<file path="src/design/ipca_pkg.sv">
// Shared types and constants for the issue port contention arbiter.
`default_nettype none
package ipca_pkg;

   localparam int NUM_PORTS  = 5;
   localparam int TIME_W     = 48;
   localparam int CLASS_W    = 3;
   localparam int ALU_W      = 2;
   localparam int LAT_W      = 8;
   localparam int CNT_W      = 2;
   localparam int CAUSE_W    = 2;
   localparam int CSR_ADDR_W = 3;
   localparam int CSR_DATA_W = 32;

   // port flag slots
   localparam int PORT_P0  = 0;
   localparam int PORT_P1  = 1;
   localparam int PORT_P5  = 2;
   localparam int PORT_P2  = 3;
   localparam int PORT_P34 = 4;

   // beat kinds
   localparam logic KIND_CYCLE_START = 1'b0;
   localparam logic KIND_ISSUE       = 1'b1;

   // port classes
   localparam logic [CLASS_W-1:0] CLASS_P0    = 3'd0;
   localparam logic [CLASS_W-1:0] CLASS_P1    = 3'd1;
   localparam logic [CLASS_W-1:0] CLASS_P5    = 3'd2;
   localparam logic [CLASS_W-1:0] CLASS_P015  = 3'd3;
   localparam logic [CLASS_W-1:0] CLASS_P05   = 3'd4;
   localparam logic [CLASS_W-1:0] CLASS_LOAD  = 3'd5;
   localparam logic [CLASS_W-1:0] CLASS_STORE = 3'd6;

   // reject causes
   localparam logic [CAUSE_W-1:0] CAUSE_NONE      = 2'd0;
   localparam logic [CAUSE_W-1:0] CAUSE_PORT      = 2'd1;
   localparam logic [CAUSE_W-1:0] CAUSE_UNIT_BUSY = 2'd2;

   // register indexes (byte address bit 2)
   localparam logic REG_SHARED_LIMIT = 1'b0;
   localparam logic REG_PAIR_LIMIT   = 1'b1;

   localparam logic [CNT_W-1:0] SHARED_LIMIT_RESET = 2'd3;
   localparam logic [CNT_W-1:0] PAIR_LIMIT_RESET   = 2'd2;

   typedef struct packed {
      logic                 port_ok;
      logic [NUM_PORTS-1:0] port_claim;
      logic                 raise_shared;
      logic                 raise_pair;
   } ipca_check_type;

endpackage
`default_nettype wire

</file>
<file path="src/design/ipca_port_check.sv">
// Port class decode and port / shared-limit availability check.
`default_nettype none
module ipca_port_check (
   input  wire logic [ipca_pkg::CLASS_W-1:0]   port_class,
   input  wire logic [ipca_pkg::NUM_PORTS-1:0] port_taken,
   input  wire logic [ipca_pkg::CNT_W-1:0]     shared_count,
   input  wire logic [ipca_pkg::CNT_W-1:0]     pair_count,
   input  wire logic [ipca_pkg::CNT_W-1:0]     shared_limit,
   input  wire logic [ipca_pkg::CNT_W-1:0]     pair_limit,
   output ipca_pkg::ipca_check_type            check
);
   import ipca_pkg::*;

   logic known_class;

   always_comb begin
      check.port_claim   = '0;
      check.raise_shared = 1'b0;
      check.raise_pair   = 1'b0;
      known_class        = 1'b1;
      unique case (port_class)
         CLASS_P0: begin
            check.port_claim[PORT_P0] = 1'b1;
            check.raise_shared = 1'b1;
            check.raise_pair   = 1'b1;
         end
         CLASS_P1: begin
            check.port_claim[PORT_P1] = 1'b1;
            check.raise_shared = 1'b1;
         end
         CLASS_P5: begin
            check.port_claim[PORT_P5] = 1'b1;
            check.raise_shared = 1'b1;
            check.raise_pair   = 1'b1;
         end
         CLASS_P015:  check.raise_shared = 1'b1;
         CLASS_P05:   check.raise_pair = 1'b1;
         CLASS_LOAD:  check.port_claim[PORT_P2] = 1'b1;
         CLASS_STORE: check.port_claim[PORT_P34] = 1'b1;
         default:     known_class = 1'b0;
      endcase

      check.port_ok = known_class
         && ((check.port_claim & port_taken) == '0)
         && !(check.raise_shared && (shared_count >= shared_limit))
         && !(check.raise_pair && (pair_count >= pair_limit));
   end

endmodule
`default_nettype wire

</file>
<file path="src/design/issue_port_contention_arbiter.sv">
// Top level of the issue port contention arbiter: beat registers, state and CSRs.
`default_nettype none
// Issue port arbiter. Each req beat is either a cycle start (tuser = 0), which
// latches the cycle number and frees all ports and shared counters, or an issue
// request (tuser = 1), which is granted when its port class is free, the 0/1/5
// and 0/5 shared limits are not reached and its execution unit is idle. Every
// beat yields exactly one rsp beat, in order. One beat per clock is sustained
// while the receiver keeps rsp_tready high: a beat sits in the input register,
// where the port check, the unit busy compare and the state update happen in
// one pass, then waits in the result register. Unit indexes at or above
// NUM_UNITS count as no unit. The limits are written over the csr_ port at
// byte 0 (shared 0/1/5 limit) and byte 4 (0/5 pair limit).
module issue_port_contention_arbiter #(
   parameter int NUM_UNITS = 4
) (
   input  wire logic        clock,
   input  wire logic        reset,
   // req_tdata: cycle_time[47:0], port_class[50:48], alu_index[52:51],
   //            alu_latency[60:53], zero[63:61]
   input  wire logic        req_tvalid,
   output logic             req_tready,
   input  wire logic [63:0] req_tdata,
   // req_tuser: kind[0]
   input  wire logic        req_tuser,
   // rsp_tdata: accepted[0], reject_cause[2:1], ports_exhausted[3], zero[7:4]
   output logic             rsp_tvalid,
   input  wire logic        rsp_tready,
   output logic [7:0]       rsp_tdata,
   input  wire logic        csr_psel,
   input  wire logic        csr_penable,
   input  wire logic        csr_pwrite,
   input  wire logic [ipca_pkg::CSR_ADDR_W-1:0] csr_paddr,
   input  wire logic [ipca_pkg::CSR_DATA_W-1:0] csr_pwdata,
   output logic [ipca_pkg::CSR_DATA_W-1:0]      csr_prdata,
   output logic             csr_pready
);
   import ipca_pkg::*;

   localparam int UNIT_W = (NUM_UNITS > 1) ? $clog2(NUM_UNITS) : 1;

   // configuration
   logic [CNT_W-1:0] shared_limit_ff, pair_limit_ff;
   logic             csr_write;

   // input register
   logic               in_valid_ff;
   logic               in_kind_ff;
   logic [TIME_W-1:0]  in_time_ff;
   logic [CLASS_W-1:0] in_class_ff;
   logic [ALU_W-1:0]   in_alu_ff;
   logic [LAT_W-1:0]   in_lat_ff;

   // result register
   logic               out_valid_ff;
   logic               out_accepted_ff, out_accepted_in;
   logic [CAUSE_W-1:0] out_cause_ff, out_cause_in;
   logic               out_exhausted_ff, out_exhausted_in;

   // arbiter state
   logic [TIME_W-1:0]    current_time_ff, current_time_in;
   logic [NUM_PORTS-1:0] port_taken_ff, port_taken_in;
   logic [CNT_W-1:0]     shared_count_ff, shared_count_in;
   logic [CNT_W-1:0]     pair_count_ff, pair_count_in;
   logic [TIME_W-1:0]    busy_until_ff [NUM_UNITS];

   logic               advance, take_req;
   ipca_check_type     check;
   logic               unit_used;
   logic [UNIT_W-1:0]  unit_idx;
   logic               unit_busy;
   logic               grant;
   logic [TIME_W-1:0]  busy_new;

   assign csr_pready = 1'b1;
   assign csr_write  = csr_psel && csr_penable && csr_pwrite && csr_pready;

   always_comb begin
      csr_prdata = '0;
      unique case (csr_paddr[2])
         REG_SHARED_LIMIT: csr_prdata[CNT_W-1:0] = shared_limit_ff;
         REG_PAIR_LIMIT:   csr_prdata[CNT_W-1:0] = pair_limit_ff;
         default:          csr_prdata = '0;
      endcase
   end

   always_ff @(posedge clock) begin
      if (reset) begin
         shared_limit_ff <= SHARED_LIMIT_RESET;
         pair_limit_ff   <= PAIR_LIMIT_RESET;
      end else if (csr_write) begin
         unique case (csr_paddr[2])
            REG_SHARED_LIMIT: shared_limit_ff <= csr_pwdata[CNT_W-1:0];
            REG_PAIR_LIMIT:   pair_limit_ff <= csr_pwdata[CNT_W-1:0];
            default:          shared_limit_ff <= shared_limit_ff;
         endcase
      end
   end

   // the input beat is processed when the result register has room
   assign advance    = in_valid_ff && (!out_valid_ff || rsp_tready);
   assign req_tready = !in_valid_ff || advance;
   assign take_req   = req_tvalid && req_tready;

   ipca_port_check u_port_check (
      .port_class   (in_class_ff),
      .port_taken   (port_taken_ff),
      .shared_count (shared_count_ff),
      .pair_count   (pair_count_ff),
      .shared_limit (shared_limit_ff),
      .pair_limit   (pair_limit_ff),
      .check        (check)
   );

   assign unit_used = (in_alu_ff != '0) && (32'(in_alu_ff) < NUM_UNITS);
   assign unit_idx  = UNIT_W'(in_alu_ff);
   assign unit_busy = unit_used && (busy_until_ff[unit_idx] > current_time_ff);
   assign busy_new  = current_time_ff + TIME_W'(in_lat_ff);
   assign grant     = (in_kind_ff == KIND_ISSUE) && check.port_ok && !unit_busy;

   always_comb begin
      current_time_in = current_time_ff;
      port_taken_in   = port_taken_ff;
      shared_count_in = shared_count_ff;
      pair_count_in   = pair_count_ff;
      out_accepted_in = 1'b0;
      out_cause_in    = CAUSE_NONE;
      if (in_kind_ff == KIND_CYCLE_START) begin
         current_time_in = in_time_ff;
         port_taken_in   = '0;
         shared_count_in = '0;
         pair_count_in   = '0;
      end else if (!check.port_ok) begin
         out_cause_in = CAUSE_PORT;
      end else if (unit_busy) begin
         out_cause_in = CAUSE_UNIT_BUSY;
      end else begin
         out_accepted_in = 1'b1;
         port_taken_in   = port_taken_ff | check.port_claim;
         if (check.raise_shared) shared_count_in = shared_count_ff + 1'b1;
         if (check.raise_pair) pair_count_in = pair_count_ff + 1'b1;
      end
      out_exhausted_in = port_taken_in[PORT_P2] && port_taken_in[PORT_P34]
                         && (shared_count_in >= shared_limit_ff);
   end

   always_ff @(posedge clock) begin
      if (reset) begin
         in_valid_ff     <= 1'b0;
         out_valid_ff    <= 1'b0;
         current_time_ff <= '0;
         port_taken_ff   <= '0;
         shared_count_ff <= '0;
         pair_count_ff   <= '0;
         for (int i = 0; i < NUM_UNITS; i++) busy_until_ff[i] <= '0;
      end else begin
         if (req_tready) in_valid_ff <= req_tvalid;
         if (advance) begin
            out_valid_ff    <= 1'b1;
            current_time_ff <= current_time_in;
            port_taken_ff   <= port_taken_in;
            shared_count_ff <= shared_count_in;
            pair_count_ff   <= pair_count_in;
            if (grant && unit_used) busy_until_ff[unit_idx] <= busy_new;
         end else if (rsp_tready) begin
            out_valid_ff <= 1'b0;
         end
      end
   end

   always_ff @(posedge clock) begin
      if (take_req) begin
         in_kind_ff  <= req_tuser;
         in_time_ff  <= req_tdata[47:0];
         in_class_ff <= req_tdata[50:48];
         in_alu_ff   <= req_tdata[52:51];
         in_lat_ff   <= req_tdata[60:53];
      end
      if (advance) begin
         out_accepted_ff  <= out_accepted_in;
         out_cause_ff     <= out_cause_in;
         out_exhausted_ff <= out_exhausted_in;
      end
   end

   assign rsp_tvalid = out_valid_ff;
   assign rsp_tdata  = {4'b0000, out_exhausted_ff, out_cause_ff, out_accepted_ff};

endmodule
`default_nettype wire

</file>
<file path="config.mk">
export PLATFORM = sky130hd
export DESIGN_NAME = issue_port_contention_arbiter
export DESIGN_NICKNAME = d
export VERILOG_FILES = /design/src/design/ipca_pkg.sv /design/src/design/ipca_port_check.sv /design/src/design/issue_port_contention_arbiter.sv
export SDC_FILE = /design/constraint.sdc
export NUM_CORES = 1
export LEC_CHECK = 0
export BUFFER_PORTS_ARGS = -buffer_cell sky130_fd_sc_hd__clkbuf_2
export CAP_MARGIN = 0
export CELL_PAD_IN_SITES_DETAIL_PLACEMENT = 1
export CELL_PAD_IN_SITES_GLOBAL_PLACEMENT = 2
export CORE_MARGIN = 5
export CORE_UTILIZATION = 40
export CTS_CLUSTER_DIAMETER = 200
export DETAILED_ROUTE_END_ITERATION = 10
export GPL_TIMING_DRIVEN = 0
export PLACE_DENSITY = 0.77
export SLEW_MARGIN = 30
export SYNTH_ARGS = -nofsm -noshare
export SYNTH_HDL_FRONTEND = slang
export SYNTH_HIERARCHICAL = 1
export SYNTH_SLANG_ARGS = --single-unit
</file>
<file path="constraint.sdc">
create_clock -name clock -period 9.1 [get_ports clock]
set_input_delay 1.82 -clock clock [delete_from_list [all_inputs] [get_ports clock]]
set_output_delay 1.82 -clock clock [all_outputs]
set_load 0.02 [all_outputs]
</file>
**After elaboration in Yosys (flattened, before gate mapping)**

Memories as Yosys holds them, arrays and structs flattened. A register that Yosys moved wholly into a read port is not among the register bits.
Cells that the tools add are included.

- Register bits after elaboration: 129
- Bits in writable memories: 192
- Bits of input ports: 107
- Output and inout bits: 43
- Memories: 1

Memory list:

| name | words | bits a word | read ports | clocked after Yosys merged registers in | write ports | line | source |
|---|---|---|---|---|---|---|---|
| busy_until_ff | 4 | 48 | 1 | 1 | 4 | issue_port_contention_arbiter.sv:64 | `logic [TIME_W-1:0] busy_until_ff [NUM_UNITS];` |

- $add $sub $neg: 3
- $lt $le $gt $ge: 4
- Equal/unequal tests: 9
- Muxes and demuxes: 35
- Bitwise logic cells: 4
- Reductions and logical operators: 36

Operators by type and width:

| cell | number |
|---|---|
| adder 48 x 8 -> 48 bit | 1 |
| > comparator 48 bit | 1 |
| two-way mux 48 bit | 1 |
| OR reduction 48 bit | 1 |
| two-way mux 2 bit | 11 |
| two-way mux 1 bit | 19 |
| logical AND 1 bit | 15 |
| two-way mux 5 bit | 3 |
| == test 3 bit (second input constant) | 3 |
| AND reduction 2 bit | 4 |
| OR reduction 7 bit | 1 |
| == test 3 x 2 -> 1 bit (second input constant) | 2 |
| greater-or-equal comparator 2 bit | 3 |
| AND 5 bit | 1 |
| zero test 1 bit | 5 |
| zero test 5 bit | 1 |
| bitwise OR 5 bit | 1 |
| adder 2 x 1 -> 2 bit (second input constant) | 2 |
| inequality test 2 x 1 -> 1 bit (second input constant) | 2 |
| one-hot mux 2 bit (2 select lines) | 1 |
| AND reduction 4 bit | 1 |
| nonzero test 2 bit | 2 |
| OR reduction 4 bit | 1 |
| == test 3 x 1 -> 1 bit (second input constant) | 1 |
| other kinds (6) | 8 |

**Depth between registers and ports, before layout**

- Depth in word-level cells: 16
- Mapped depth: 18
- Mapped depth without buffers: 16

**Modules after synthesis**

Netlist, hierarchy kept.

Modules (own cells, without submodules):

| module | instances | cells an instance | area an instance (sq um) | seq. area each (sq um) |
|---|---|---|---|---|
| issue_port_contention_arbiter | 1 | 1202 | 15005.6 | 9048.7 |
| ipca_port_check | 1 | 28 | 188.9 | 0.0 |

**Worst setup path before layout**

OpenSTA, ideal clock, no wires.

- Path type: flip-flop to flip-flop
- Start point: reg with a tool-made name
- End point: mem busy_until_ff[1][0], enable pin
- Setup time: 520 ps
- Arrival time: 6892 ps
- Slack: 1688 ps
- Cell stages (with the launch flop): 14
- Path buffers: 4
- Cell sequence: dfxtp_1 > buf_2 > buf_1 > mux4_2 > ha_1 > nand4_1 > nor4_1 > nand4_1 > o22a_1 > o31ai_1 > buf_4 > nand3_2 > buf_2 > o21ai_0

RTL lines:

| what | line |
|---|---|
| end, declared | issue_port_contention_arbiter.sv:64 |

==> results.sh <==
export IMPL_worstPathCellList="clkbuf_1, buf_1, mux4_2, ha_1, nand4_1, nor4_1, nand4_1, o22a_1, o31ai_1, buf_4, nand3_2, buf_2, o21ai_4, buf_16, buf_16"
export IMPL_h_tree_depth=2
export IMPL_rsz0062_at_grt="false"
export IMPL_clk_path_buf_depth=3
export IMPL_cts_resized=0
export IMPL_slew_viol_final=0
export IMPL_path_max_fanout=12
export IMPL_post_route_util_pct=48.2
export IMPL_p_per_area_nw_per_um2=198
export IMPL_wl_met1_um=17700
export IMPL_hold_depth=2
export IMPL_cp_required_ns=9.35
export IMPL_initial_core_util_pct=40.4
export IMPL_grt_use_total_pct=19.7
export IMPL_synth_cell_type_count=65
export IMPL_whs_ns=0.458
export IMPL_postRouteAntennaNets=0
export IMPL_cts_root_buf="clkbuf_16"
export IMPL_synth_edf_count=258
export IMPL_r2r_slack_ns=3.09
export IMPL_min_to="port_taken_ff[2]$_SDFFE_PP0P_"
export IMPL_yosys_top_cells_count="edfxtp_1, nor2_1, nand2_1"
export IMPL_p_leak_nw=6.65
export IMPL_end_kind="flop"
export IMPL_combPwrFrac_pct=10.5
export IMPL_ys_flop_type="edfxtp_1"
export IMPL_max_vdd_ir_drop_mv=0.145
export IMPL_wl_met2_um=20400
export IMPL_start_kind="flop"
export IMPL_ys_top_cells_by_area="edfxtp_1, dfxtp_1, mux4_2"
export IMPL_holdBufCountCts=0
export IMPL_gr_total_overflow=0
export IMPL_grt_max_degree=33
export IMPL_switching_power_uw=868
export IMPL_cts_tree="built"
export IMPL_status="complete, no violations"
export IMPL_antenna_found_initial=0
export IMPL_finalSetupViolCount=0
export IMPL_core_area_um2=37600
export IMPL_ys_seq_area_share_pct=59.6
export IMPL_drive_above_1_share_pct=20.0
export IMPL_gp_congestion=0.773
export IMPL_via_per_inst=5.09
export IMPL_hpwl_um=29000
export IMPL_power_total_mw=3.59
export IMPL_nNetsFinal=1611
export IMPL_wl_met3_um=1650
export IMPL_crit_family="buffers and inverters"
export IMPL_hp_class="flop to flop"
export IMPL_period_share_pct=66.0
export IMPL_ys_async_sr_fraction_pct=0
export IMPL_drv_cap=0
export IMPL_pin_count=150
export IMPL_path_class="flop to flop"
export IMPL_clk_latency_ns=0.56
export IMPL_post_synth_top_count_cell="edfxtp_1"
export IMPL_drc=0
export IMPL_fin_crit_ns=6.01
export IMPL_vias=10100
export IMPL_hold_start="port_taken_ff[2]$_SDFFE_PP0P_"
export IMPL_rows=71
export IMPL_clkPwrFrac_pct=42.3
export IMPL_post_drt_wl_per_cell_um=20.4
export IMPL_r2r_end="busy_until_ff[1][38]$_SDFFCE_PN0P_"
export IMPL_clock_fmax_ghz=0.166
export IMPL_hold_viol=0
export IMPL_seqPwrFrac_pct=47.2
export IMPL_die_w_um=205
export IMPL_cts_made_buffers=38
export IMPL_grt_pass1_vias=10900
export IMPL_relSlewSlack_pct=32.1
export IMPL_setup_tns_final_ns=0
export IMPL_synth_top_cell_area_share_pct=51.0
export IMPL_max_slew_worst_pin_slew_ns=1.02
export IMPL_yosys_area_top_type="edfxtp_1"
export IMPL_antennaDiodeCount=0
export IMPL_io_buffers=78
export IMPL_crit_slowest_cell="nor4_1"
export IMPL_highest_layer="met4"
export IMPL_drtIter0Drc=481
export IMPL_arrival_ns=6.26
export IMPL_num_fill_cells=4017
export IMPL_netlist_area_um2=15200
export IMPL_postSynthAreaPerCell_um2=12.4
export IMPL_cts_setup_buffers=0
export IMPL_dr_pass1_iters=5
export IMPL_synthToLayoutAreaGrowth_pct=19.3
export IMPL_dieArea_um2=42000
export IMPL_die_h_um=205
export IMPL_netSwitchingFraction_pct=24.2
export IMPL_yosysWarningCount=6
export IMPL_critPathMaxStageDelay_ns=0.74
export IMPL_p_int_mw=2.72
export IMPL_rr_worst_depth=15
export IMPL_ys_ff_latch=323
export IMPL_syn_inst=1230
export IMPL_cts_clk_slew_worst_paths_ns=0.06
export IMPL_wirelength_um=40400
export IMPL_skew_ns=0.0145
export IMPL_clock_sinks=323
export IMPL_grt_pass1_wl_um=63200
export IMPL_timing_critical_path_buf_inv=6
cell families after synthesis:
logic type      synth area share (%)
xor+xnor                        2.48
flops                           59.6
simple gates                    14.1
mux                             7.47
other cells                   0.0494
compound gates                  5.74
buf+inv                         5.33
fa+ha+maj                       5.24
power by group through the flow:
stage | logic [mW] | clock network, mW | registers (mW)
floorplan | 0.243 | 0 | 1.72
global placement | 0.349 | 0 | 1.73
detailed placement | 0.378 | 0 | 1.73
CTS | 0.380 | 1.56 | 1.70
global route | 0.419 | 1.62 | 1.70
finish | 0.377 | 1.52 | 1.70
layout by cell type, fill, tap and decap left out, types with 4 or more instances in the layout:
| master | count |
|---|---|
| and4_1 | 6 |
| clkbuf_8 | 7 |
| nor4_1 | 11 |
| o21ai_0 | 19 |
| edfxtp_1 | 258 |
| ha_1 | 62 |
| nor4_4 | 10 |
| nand4_1 | 31 |
| clkbuf_2 | 81 |
| buf_1 | 7 |
| dfxtp_1 | 65 |
| clkbuf_1 | 39 |
| a31oi_1 | 6 |
| mux4_2 | 48 |
| a21o_1 | 4 |
| a21oi_1 | 91 |
| clkinv_2 | 8 |
| nand2b_1 | 10 |
| buf_2 | 17 |
| clkbuf_16 | 41 |
| xnor2_1 | 41 |
| nor4b_1 | 7 |
| buf_4 | 38 |
| nand2_1 | 148 |
| inv_1 | 61 |
| nand3_1 | 14 |
| buf_16 | 8 |
| conb_1 | 83 |
| nor3_1 | 14 |
| and3_1 | 4 |
| nor2_1 | 156 |
per-layer routing:
layer	GRT usage (%)	vias to the layer above
li1	-	4780
met1	25.7	5096
met2	34.5	170
met3	3.31	43
met4	4.35	0
met5	0	-
final cells by class:
class	instances	area, um^2	share of cell area (%)
flip-flops and latches	323	9050	49.9
multi-input cells	824	5680	31.4
clock buffers	56	1150	6.36
repair buffers	90	681	3.76
well taps	511	639	3.53
plain buffers	100	578	3.19
inverters	64	243	1.34
clock inverters	14	98.8	0.545
flip-flops by register name (all words and copies together), names as in the netlist, named ones only:
signal            count
busy_until_ff       192
current_time_ff      48
in_time_ff           48
in_lat_ff             8
port_taken_ff         5
in_class_ff           3
in_alu_ff             2
out_cause_ff          2
pair_count_ff         2
pair_limit_ff         2
shared_count_ff       2
shared_limit_ff       2
in_kind_ff            1
in_valid_ff           1
out_accepted_ff       1
out_exhausted_ff      1
rsp_tvalid            1
worst min-delay path, delay by kind of cell, from the launching register on:
kind	cells	cell delay (ns)
and+or+nand+nor	1	0.05
DFF	1	0.30
AOI/OAI and AO/OA	1	0.05
per-stage QoR:
| step | setup slack, ns | cell area [um^2] | instances |
|---|---|---|---|
| 4_1_cts | 2.90 | 18100 | 1982 |
| 5_1_grt | 2.78 | 18100 | 1982 |
| 2_1_floorplan | 1.69 | 15500 | 1311 |
| 3_3_place_gp | -2.97 | 16500 | 1900 |
| 3_5_place_dp | 2.92 | 16900 | 1912 |
| 6_report | 3.09 | 18100 | 1982 |
worst max path at each step:
stage	from	to	slack (ns)	cells after the start
floorplan	flop	busy_until_ff[1][0]$_SDFFCE_PN0P_	1.69	13
global placement	flop	busy_until_ff[2][27]$_SDFFCE_PN0P_	-2.97	13
detailed placement	flop	busy_until_ff[1][38]$_SDFFCE_PN0P_	2.92	15
CTS	flop	busy_until_ff[2][45]$_SDFFCE_PN0P_	2.90	15
global route	flop	busy_until_ff[1][38]$_SDFFCE_PN0P_	2.78	15
finish	flop	busy_until_ff[1][38]$_SDFFCE_PN0P_	3.09	15
(Power assumes the default switching activity.)
